### config.mk
export PLATFORM = sky130hd
export DESIGN_NAME = spi_pc_core
export DESIGN_NICKNAME = d
export VERILOG_FILES = /design/src/rtl/spi_pc_pkg.sv /design/src/rtl/spi_pc_core.sv
export SDC_FILE = /design/constraint.sdc
export NUM_CORES = 1
export LEC_CHECK = 0
export BUFFER_PORTS_ARGS = -buffer_cell sky130_fd_sc_hd__clkbuf_2
export CORE_MARGIN = 5
export CORE_UTILIZATION = 38
export CTS_CLUSTER_DIAMETER = 80
export DETAILED_ROUTE_END_ITERATION = 10
export PLACE_DENSITY_LB_ADDON = 0.08
export SKIP_CTS_REPAIR_TIMING = 1
export SLEW_MARGIN = 20
export SYNTH_ARGS = -nofsm -noshare
export SYNTH_HDL_FRONTEND = slang
export SYNTH_SLANG_ARGS = --single-unit
### constraint.sdc
create_clock -name clock -period 4 [get_ports clock]
set_input_delay 0 -clock clock [delete_from_list [all_inputs] [get_ports clock]]
set_output_delay 0 -clock clock [all_outputs]
set_load 0.05 [all_outputs]
### src/rtl/spi_pc_pkg.sv
// spi_pc_pkg: shared types, codes and defaults of the spi packet checker
// no dependencies; imported by every module of the block
package spi_pc_pkg;

   // parameter defaults
   localparam int MAX_PAYLOAD_DEFAULT = 64;
   localparam int COUNT_BITS_DEFAULT  = 16;

   // configuration register indexes
   localparam int CSR_INDEX_BITS = 4;
   typedef logic [CSR_INDEX_BITS-1:0] csr_index_type;
   localparam csr_index_type CSR_START_VALUE = csr_index_type'(0);
   localparam csr_index_type CSR_STOP_VALUE  = csr_index_type'(1);

   // verdict codes
   typedef logic [1:0] verdict_type;
   localparam verdict_type VERDICT_GOOD   = 2'd0;
   localparam verdict_type VERDICT_HEADER = 2'd1;
   localparam verdict_type VERDICT_XOR    = 2'd2;
   localparam verdict_type VERDICT_SIZE   = 2'd3;

   typedef struct packed {
      logic [7:0] rx_byte;
      logic       buffer_first;
   } req_type;

   typedef struct packed {
      verdict_type verdict;
      logic [7:0]  command;
      logic [7:0]  payload_size;
      logic [15:0] good_total;
      logic [15:0] xor_fail_total;
      logic [15:0] header_fail_total;
   } rsp_type;

   // result handed from the frame checker to the output stage
   typedef struct packed {
      logic    valid;
      rsp_type rsp;
   } result_type;

endpackage

### src/rtl/spi_pc_core.sv
// spi_pc_core: frame state machine, configuration registers and counters
// depends on spi_pc_pkg
module spi_pc_core #(
   parameter int MAX_PAYLOAD = spi_pc_pkg::MAX_PAYLOAD_DEFAULT,
   parameter int COUNT_BITS  = spi_pc_pkg::COUNT_BITS_DEFAULT
) (
   input  logic                      clock,
   input  logic                      reset,
   input  logic                      req_take,
   input  spi_pc_pkg::req_type       req_data,
   input  logic                      csr_write,
   input  spi_pc_pkg::csr_index_type csr_index,
   input  logic [7:0]                csr_data,
   output spi_pc_pkg::result_type    result
);
   import spi_pc_pkg::*;

   typedef enum logic [2:0] {
      PH_IDLE,
      PH_CMD,
      PH_SIZE,
      PH_DATA,
      PH_CHECK,
      PH_STOP
   } phase_type;

   phase_type             phase_ff, phase_in;
   logic [7:0]            start_ff, stop_ff;
   logic [7:0]            cmd_ff, cmd_in;
   logic [7:0]            size_ff, size_in;
   logic [7:0]            left_ff, left_in;
   logic [7:0]            xor_ff, xor_in;
   logic                  xor_ok_ff, xor_ok_in;
   logic [COUNT_BITS-1:0] good_ff, good_in;
   logic [COUNT_BITS-1:0] xfail_ff, xfail_in;
   logic [COUNT_BITS-1:0] hfail_ff, hfail_in;
   logic                  good_bump, xfail_bump, hfail_bump;
   logic [7:0]            left_dec;
   logic [7:0]            rx;

   assign rx       = req_data.rx_byte;
   assign left_dec = left_ff - 8'd1;

   always_comb begin
      phase_in   = phase_ff;
      cmd_in     = cmd_ff;
      size_in    = size_ff;
      left_in    = left_ff;
      xor_in     = xor_ff;
      xor_ok_in  = xor_ok_ff;
      good_bump  = 1'b0;
      xfail_bump = 1'b0;
      hfail_bump = 1'b0;
      result.valid            = 1'b0;
      result.rsp.verdict      = VERDICT_GOOD;
      result.rsp.command      = cmd_ff;
      result.rsp.payload_size = size_ff;
      if (req_take) begin
         if (req_data.buffer_first) begin
            if (rx != start_ff) begin
               hfail_bump              = 1'b1;
               result.valid            = 1'b1;
               result.rsp.verdict      = VERDICT_HEADER;
               result.rsp.command      = 8'd0;
               result.rsp.payload_size = 8'd0;
               phase_in                = PH_IDLE;
            end else begin
               xor_in    = 8'd0;
               xor_ok_in = 1'b0;
               phase_in  = PH_CMD;
            end
         end else begin
            unique case (phase_ff)
               PH_CMD: begin
                  cmd_in   = rx;
                  xor_in   = rx;
                  phase_in = PH_SIZE;
               end
               PH_SIZE: begin
                  size_in = rx;
                  xor_in  = xor_ff ^ rx;
                  if (rx > 8'(MAX_PAYLOAD)) begin
                     hfail_bump              = 1'b1;
                     result.valid            = 1'b1;
                     result.rsp.verdict      = VERDICT_SIZE;
                     result.rsp.payload_size = rx;
                     phase_in                = PH_IDLE;
                  end else begin
                     left_in  = rx;
                     phase_in = (rx == 8'd0) ? PH_CHECK : PH_DATA;
                  end
               end
               PH_DATA: begin
                  xor_in  = xor_ff ^ rx;
                  left_in = left_dec;
                  if (left_dec == 8'd0) begin
                     phase_in = PH_CHECK;
                  end
               end
               PH_CHECK: begin
                  xor_ok_in = (rx == xor_ff);
                  phase_in  = PH_STOP;
               end
               PH_STOP: begin
                  result.valid = 1'b1;
                  phase_in     = PH_IDLE;
                  if (rx != stop_ff) begin
                     hfail_bump         = 1'b1;
                     result.rsp.verdict = VERDICT_HEADER;
                  end else if (!xor_ok_ff) begin
                     xfail_bump         = 1'b1;
                     result.rsp.verdict = VERDICT_XOR;
                  end else begin
                     good_bump          = 1'b1;
                     result.rsp.verdict = VERDICT_GOOD;
                  end
               end
               default: begin
                  phase_in = PH_IDLE;
               end
            endcase
         end
      end
      // saturating counters
      good_in  = (good_bump && (good_ff != '1)) ? good_ff + 1'b1 : good_ff;
      xfail_in = (xfail_bump && (xfail_ff != '1)) ? xfail_ff + 1'b1 : xfail_ff;
      hfail_in = (hfail_bump && (hfail_ff != '1)) ? hfail_ff + 1'b1 : hfail_ff;
      result.rsp.good_total        = 16'(good_in);
      result.rsp.xor_fail_total    = 16'(xfail_in);
      result.rsp.header_fail_total = 16'(hfail_in);
   end

   always_ff @(posedge clock) begin
      if (reset) begin
         phase_ff  <= PH_IDLE;
         start_ff  <= 8'd0;
         stop_ff   <= 8'd0;
         cmd_ff    <= 8'd0;
         size_ff   <= 8'd0;
         left_ff   <= 8'd0;
         xor_ff    <= 8'd0;
         xor_ok_ff <= 1'b0;
         good_ff   <= '0;
         xfail_ff  <= '0;
         hfail_ff  <= '0;
      end else begin
         if (csr_write) begin
            unique case (csr_index)
               CSR_START_VALUE: start_ff <= csr_data;
               CSR_STOP_VALUE:  stop_ff  <= csr_data;
               default: ;
            endcase
         end
         phase_ff  <= phase_in;
         cmd_ff    <= cmd_in;
         size_ff   <= size_in;
         left_ff   <= left_in;
         xor_ff    <= xor_in;
         xor_ok_ff <= xor_ok_in;
         good_ff   <= good_in;
         xfail_ff  <= xfail_in;
         hfail_ff  <= hfail_in;
      end
   end

endmodule

==> Word level (Yosys, flattened, before mapping) <==
Cells that the tools add are included.
{ "classes": {"muxes": 44, "order_cmp": 1, "n_mul": 0, "bitwise": 2, "shift": 0, "add_sub_neg": 4, "n_reduce_logical": 18, "n_eq_ne": 15, "div": 0} }
{ "op_table": {"columns": ["op", "n"], "rows": [
  ["two-way mux 8 bit", 7],
  ["adder 16 x 1 -> 16 bit, second input constant", 3],
  ["two-way mux 16 bit", 3],
  ["inequality test 16 bit, second input constant", 3],
  ["two-way mux 19 bit", 2],
  ["one-hot mux 8 bit (2 select lines)", 2],
  ["two-way mux 1 bit", 19],
  ["two-way mux 3 bit", 6],
  ["zero test 8 bit", 2],
  ["inequality test 8 bit", 2],
  ["one-hot mux 3 bit (4 select lines)", 1],
  ["AND reduction 3 bit", 4],
  ["== test 8 bit", 1],
  ["> comparator 8 x 7 -> 1 bit, second input constant", 1],
  ["subtractor 8 x 1 -> 8 bit, second input constant", 1],
  ["bitwise XOR 8 bit", 1],
  ["== test 3 x 2 -> 1 bit, second input constant", 2],
  ["== test 3 bit, second input constant", 2],
  ["one-hot mux 3 bit (2 select lines)", 1],
  ["AND reduction 2 bit", 3],
  ["== test 4 x 1 -> 1 bit, second input constant", 1],
  ["zero test 4 bit", 1],
  ["two-way mux 2 bit", 2],
  ["inequality test 2 bit, second input constant", 2],
  ["9 further kinds", 12]
]} }
{ "word_totals": {"ram_bits": 0, "input_bits": 25, "romBits": 0, "wordCells": 95, "n_memories": 0, "output_inout_bits": 67, "register_bits": 100, "latchBits": 0} }

==> Logic depth before layout (Yosys ltp) <==
{ "logic_depth": {"word_depth": 7, "ltp_mapped": 9, "depth_no_buf": 8} }

==> Worst setup path before layout <==
No wires, ideal clock.
{ "synth_path": {"kind": "reg2out", "start": "register phase_ff[2]", "end": "output port result[15] in the netlist's numbering", "t_arrival_ps": 3346, "setup_slack_ps": 654, "n_path_buf": 2, "required_ps": 4000, "stages_incl_launch_ff": 9, "cell_sequence": "dfxtp_1 nand2b_1 a2111o_1 buf_6 and2_4 buf_6 a21oi_1 nand4_1 xnor2_1"} }
{ "synth_rtl": {"columns": ["item", "line", "rtl"], "rows": [
  ["from (decl)", "spi_pc_core.sv:27", "phase_type phase_ff, phase_in;"],
  ["from (signal assigned)", "spi_pc_core.sv:154", "phase_ff <= phase_in;"],
  ["to (decl)", "spi_pc_core.sv:14", "output spi_pc_pkg::result_type result"]
]} }

==> reports/results.ini <==
[status]
status=completed

[synthesis]
syn_nets=674
syn_area_per_cell_sq_um=8.619
synth.yosys.seq_area_share=0.3607
synth_edf_count=0
synth_area_sq_mm=0.005550
async_flop_share=0
synth_cell_types=59
synth_ff_type=dfxtp_1
synth_warnings=0
synthCells=644
synth_seq_cells=100

[grt]
grt_pass1_wl_um=22960
grt_use_total=0.1692
grt_pass1_vias=4468
antenna_found_initial=0
grt_overflow_total=0
grt_max_degree=58

[cells_and_area]
drive_gt1_frac=0.1915
diodes=0
layout_commonest_cell=dfxtp_1
fin_nets=756
syn_to_final_growth_pct=16.73
layout_common_cells=100 x dfxtp_1, 90 x clkbuf_2, 63 x nor2_1

[detailed_routing]
vias_per_cell=5.290
drtIter0Drc=264
drc=0
drt-pass1-iter-count=5
wl_um=14380
drt-wirelength-per-cell_um=15.71
vias=4840
ant_nets=0

[timing]
relSlewSlack=0.3286
hold_viol=0
post-route-min-period_ns=3.113
slew_viol_final=0
max_clock_freq_ghz=0.3212
grt_setup_unrepaired=no
fin_hold_ws_ns=0.06965
final.setup_skew_ns=0.008424
setup_slack_ns=0.8869
setup_viol=0
setup-tns-final_ns=0
tightest_slew_ns=0.9994
post-route-period-util=0.7783

[worst_setup_path]
required_ns=4.00
endpoint=result[8]
worstSetupStartpointType=register
path_class=reg2out
arrival_ns=3.11
r2r_cells=7
r2r-end=hfail_ff[9]
reg2reg_slack_ns=1.30
r2r-start=phase_ff[2]
cp-end-kind=output port
crit_path_max_fanout=23
crit_start=phase_ff[2]

[power_and_ir_drop]
p_per_area_mw_per_mm2=304.5
cellLeakagePower_nw=2.602
p_int_mw=1.474
combPwrFrac=0.081
p_clk_frac=0.407
power_frac_seq=0.512
ir_drop_v=0.0002078
p_sw_mw=0.4992
switching_share=0.2530

[die]
initial_core_util=0.3848
ios=92
die-area_sq_mm=0.01712
core_sq_mm=0.01442
die_height_um=130.9
rows=44
die_w_um=130.9

[clock_tree]
cts_buffers=9
cts_tree=built
cts_root_buf=clkbuf_16
clock_sinks=100
cts.path.max_buffers=2
worst_skew_pair.late_latency_ns=0.35
htreeDepth=3
clk_pin_slew_ns=0.07

[placed_design]
post-place-ws_ns=1.277
port_buffers=91
place.gp.congestion=0.8123
dpl.hpwl_um=10020

[flow_run]
drv_cap=0

[hold_path]
hp-class=in2reg

## power groups by stage
stage	Clock (mW)	Combinational (mW)	Sequential, mW
after CTS	0.837	0.155	1.01
final	0.803	0.160	1.01
after global routing	0.877	0.175	1.01
after global placement	0	0.153	1.03
after detailed placement	0	0.154	1.03
after floorplan	0	0.111	1.03
## worst min-delay path by stage
stage                      startpoint  cells past startpoint  slack [ns]           to
after global routing         req_take                      3        0.07    xor_ok_ff
after detailed placement  csr_data[3]                      3        0.27  start_ff[3]
after CTS                 csr_data[4]                      3       -0.11  start_ff[4]
after global placement    csr_data[4]                      3        0.25   stop_ff[4]
after floorplan           csr_data[0]                      2        0.14   stop_ff[0]
final                        req_take                      3        0.07  phase_ff[0]
## layer usage
layer  part of all wire  up-vias  wire length, um  GRT usage
met5                  0        -                0          0
met4              0.012        0              175    0.05203
met3              0.049       13              699    0.03780
met2               0.46      127             6646     0.2642
met1               0.48     2263             6857     0.2338
li1                   -     2437                -          -
## worst max-delay path, cell delays in order (launching register included)
cell	delay (ns)
dfxtp_1	0.37
nand2b_1	0.17
buf_4	0.22
a2111o_1	0.53
and2_4	0.26
a211oi_4	0.45
a21boi_0	0.19
or2_2	0.32
clkbuf_2	0.24
## stage by stage
step / power (mW) / std cells / util / area (sq um)
finish: 1.973 / 915 / 0.4492 / 6479
global route: 2.062 / 915 / 0.4492 / 6479
CTS: 2.001 / 907 / 0.4430 / 6390
detailed placement: 1.187 / 891 / 0.4249 / 6128
global placement: 1.185 / 891 / 0.4249 / 6128
floorplan: 1.141 / 644 / - / 5550
## state kept, by name, indices dropped and copies added (netlist names)
| register | count |
|---|---|
| start_ff | 8 |
| size_ff | 8 |
| hfail_ff | 16 |
| xor_ok_ff | 1 |
| left_ff | 8 |
| xfail_ff | 16 |
| cmd_ff | 8 |
| stop_ff | 8 |
| good_ff | 16 |
| xor_ff | 8 |
| phase_ff | 3 |
## cells in the mapped netlist (4+ instances only)
cell type / number / area [sq um]
nor2_1: 63 / 236.5
a21oi_1: 19 / 95.09
mux2_2: 13 / 146.4
o2bb2ai_1: 7 / 61.31
or4_1: 5 / 37.54
nand2b_1: 6 / 37.54
a211oi_1: 4 / 30.03
and3_1: 17 / 106.4
nor3b_1: 10 / 75.07
buf_2: 7 / 35.03
nor4_2: 5 / 62.56
mux2i_1: 34 / 340.3
a221oi_1: 4 / 35.03
nand2_1: 36 / 135.1
nand3b_1: 4 / 30.03
xor2_1: 17 / 148.9
nand4_1: 22 / 137.6
inv_1: 11 / 41.29
nor2b_1: 53 / 331.6
clkbuf_1: 20 / 75.07
ha_1: 5 / 62.56
nor3_1: 14 / 70.07
o31ai_1: 4 / 30.03
o21ai_0: 29 / 145.1
xnor2_1: 49 / 429.2
dfxtp_1: 100 / 2002
a22oi_1: 8 / 60.06
nand3_1: 30 / 150.1
## layout make-up
cell class	instances	area, sq um
fill	1435	7945
multi-input combinational	500	3368
sequential	100	2002
timing repair buffer	104	575.6
clock buffer	11	232.7
tap	184	230.2
inverter	11	41.29
clock inverter	5	28.78
## logic make-up (layout without fill, tap and decap cells)
group / Yosys count / in the layout / synth area share
AND/OR/NAND/NOR: 285 / 285 / 0.2820
XOR/XNOR: 66 / 66 / 0.1041
AO/OA/AOI/OAI: 95 / 95 / 0.1141
buffers and inverters: 44 / 131 / 0.03607
adder cells (fa/ha/maj): 5 / 5 / 0.01127
multiplexers: 49 / 49 / 0.09175
flip-flops: 100 / 100 / 0.3607
(Power assumes the default switching activity.)
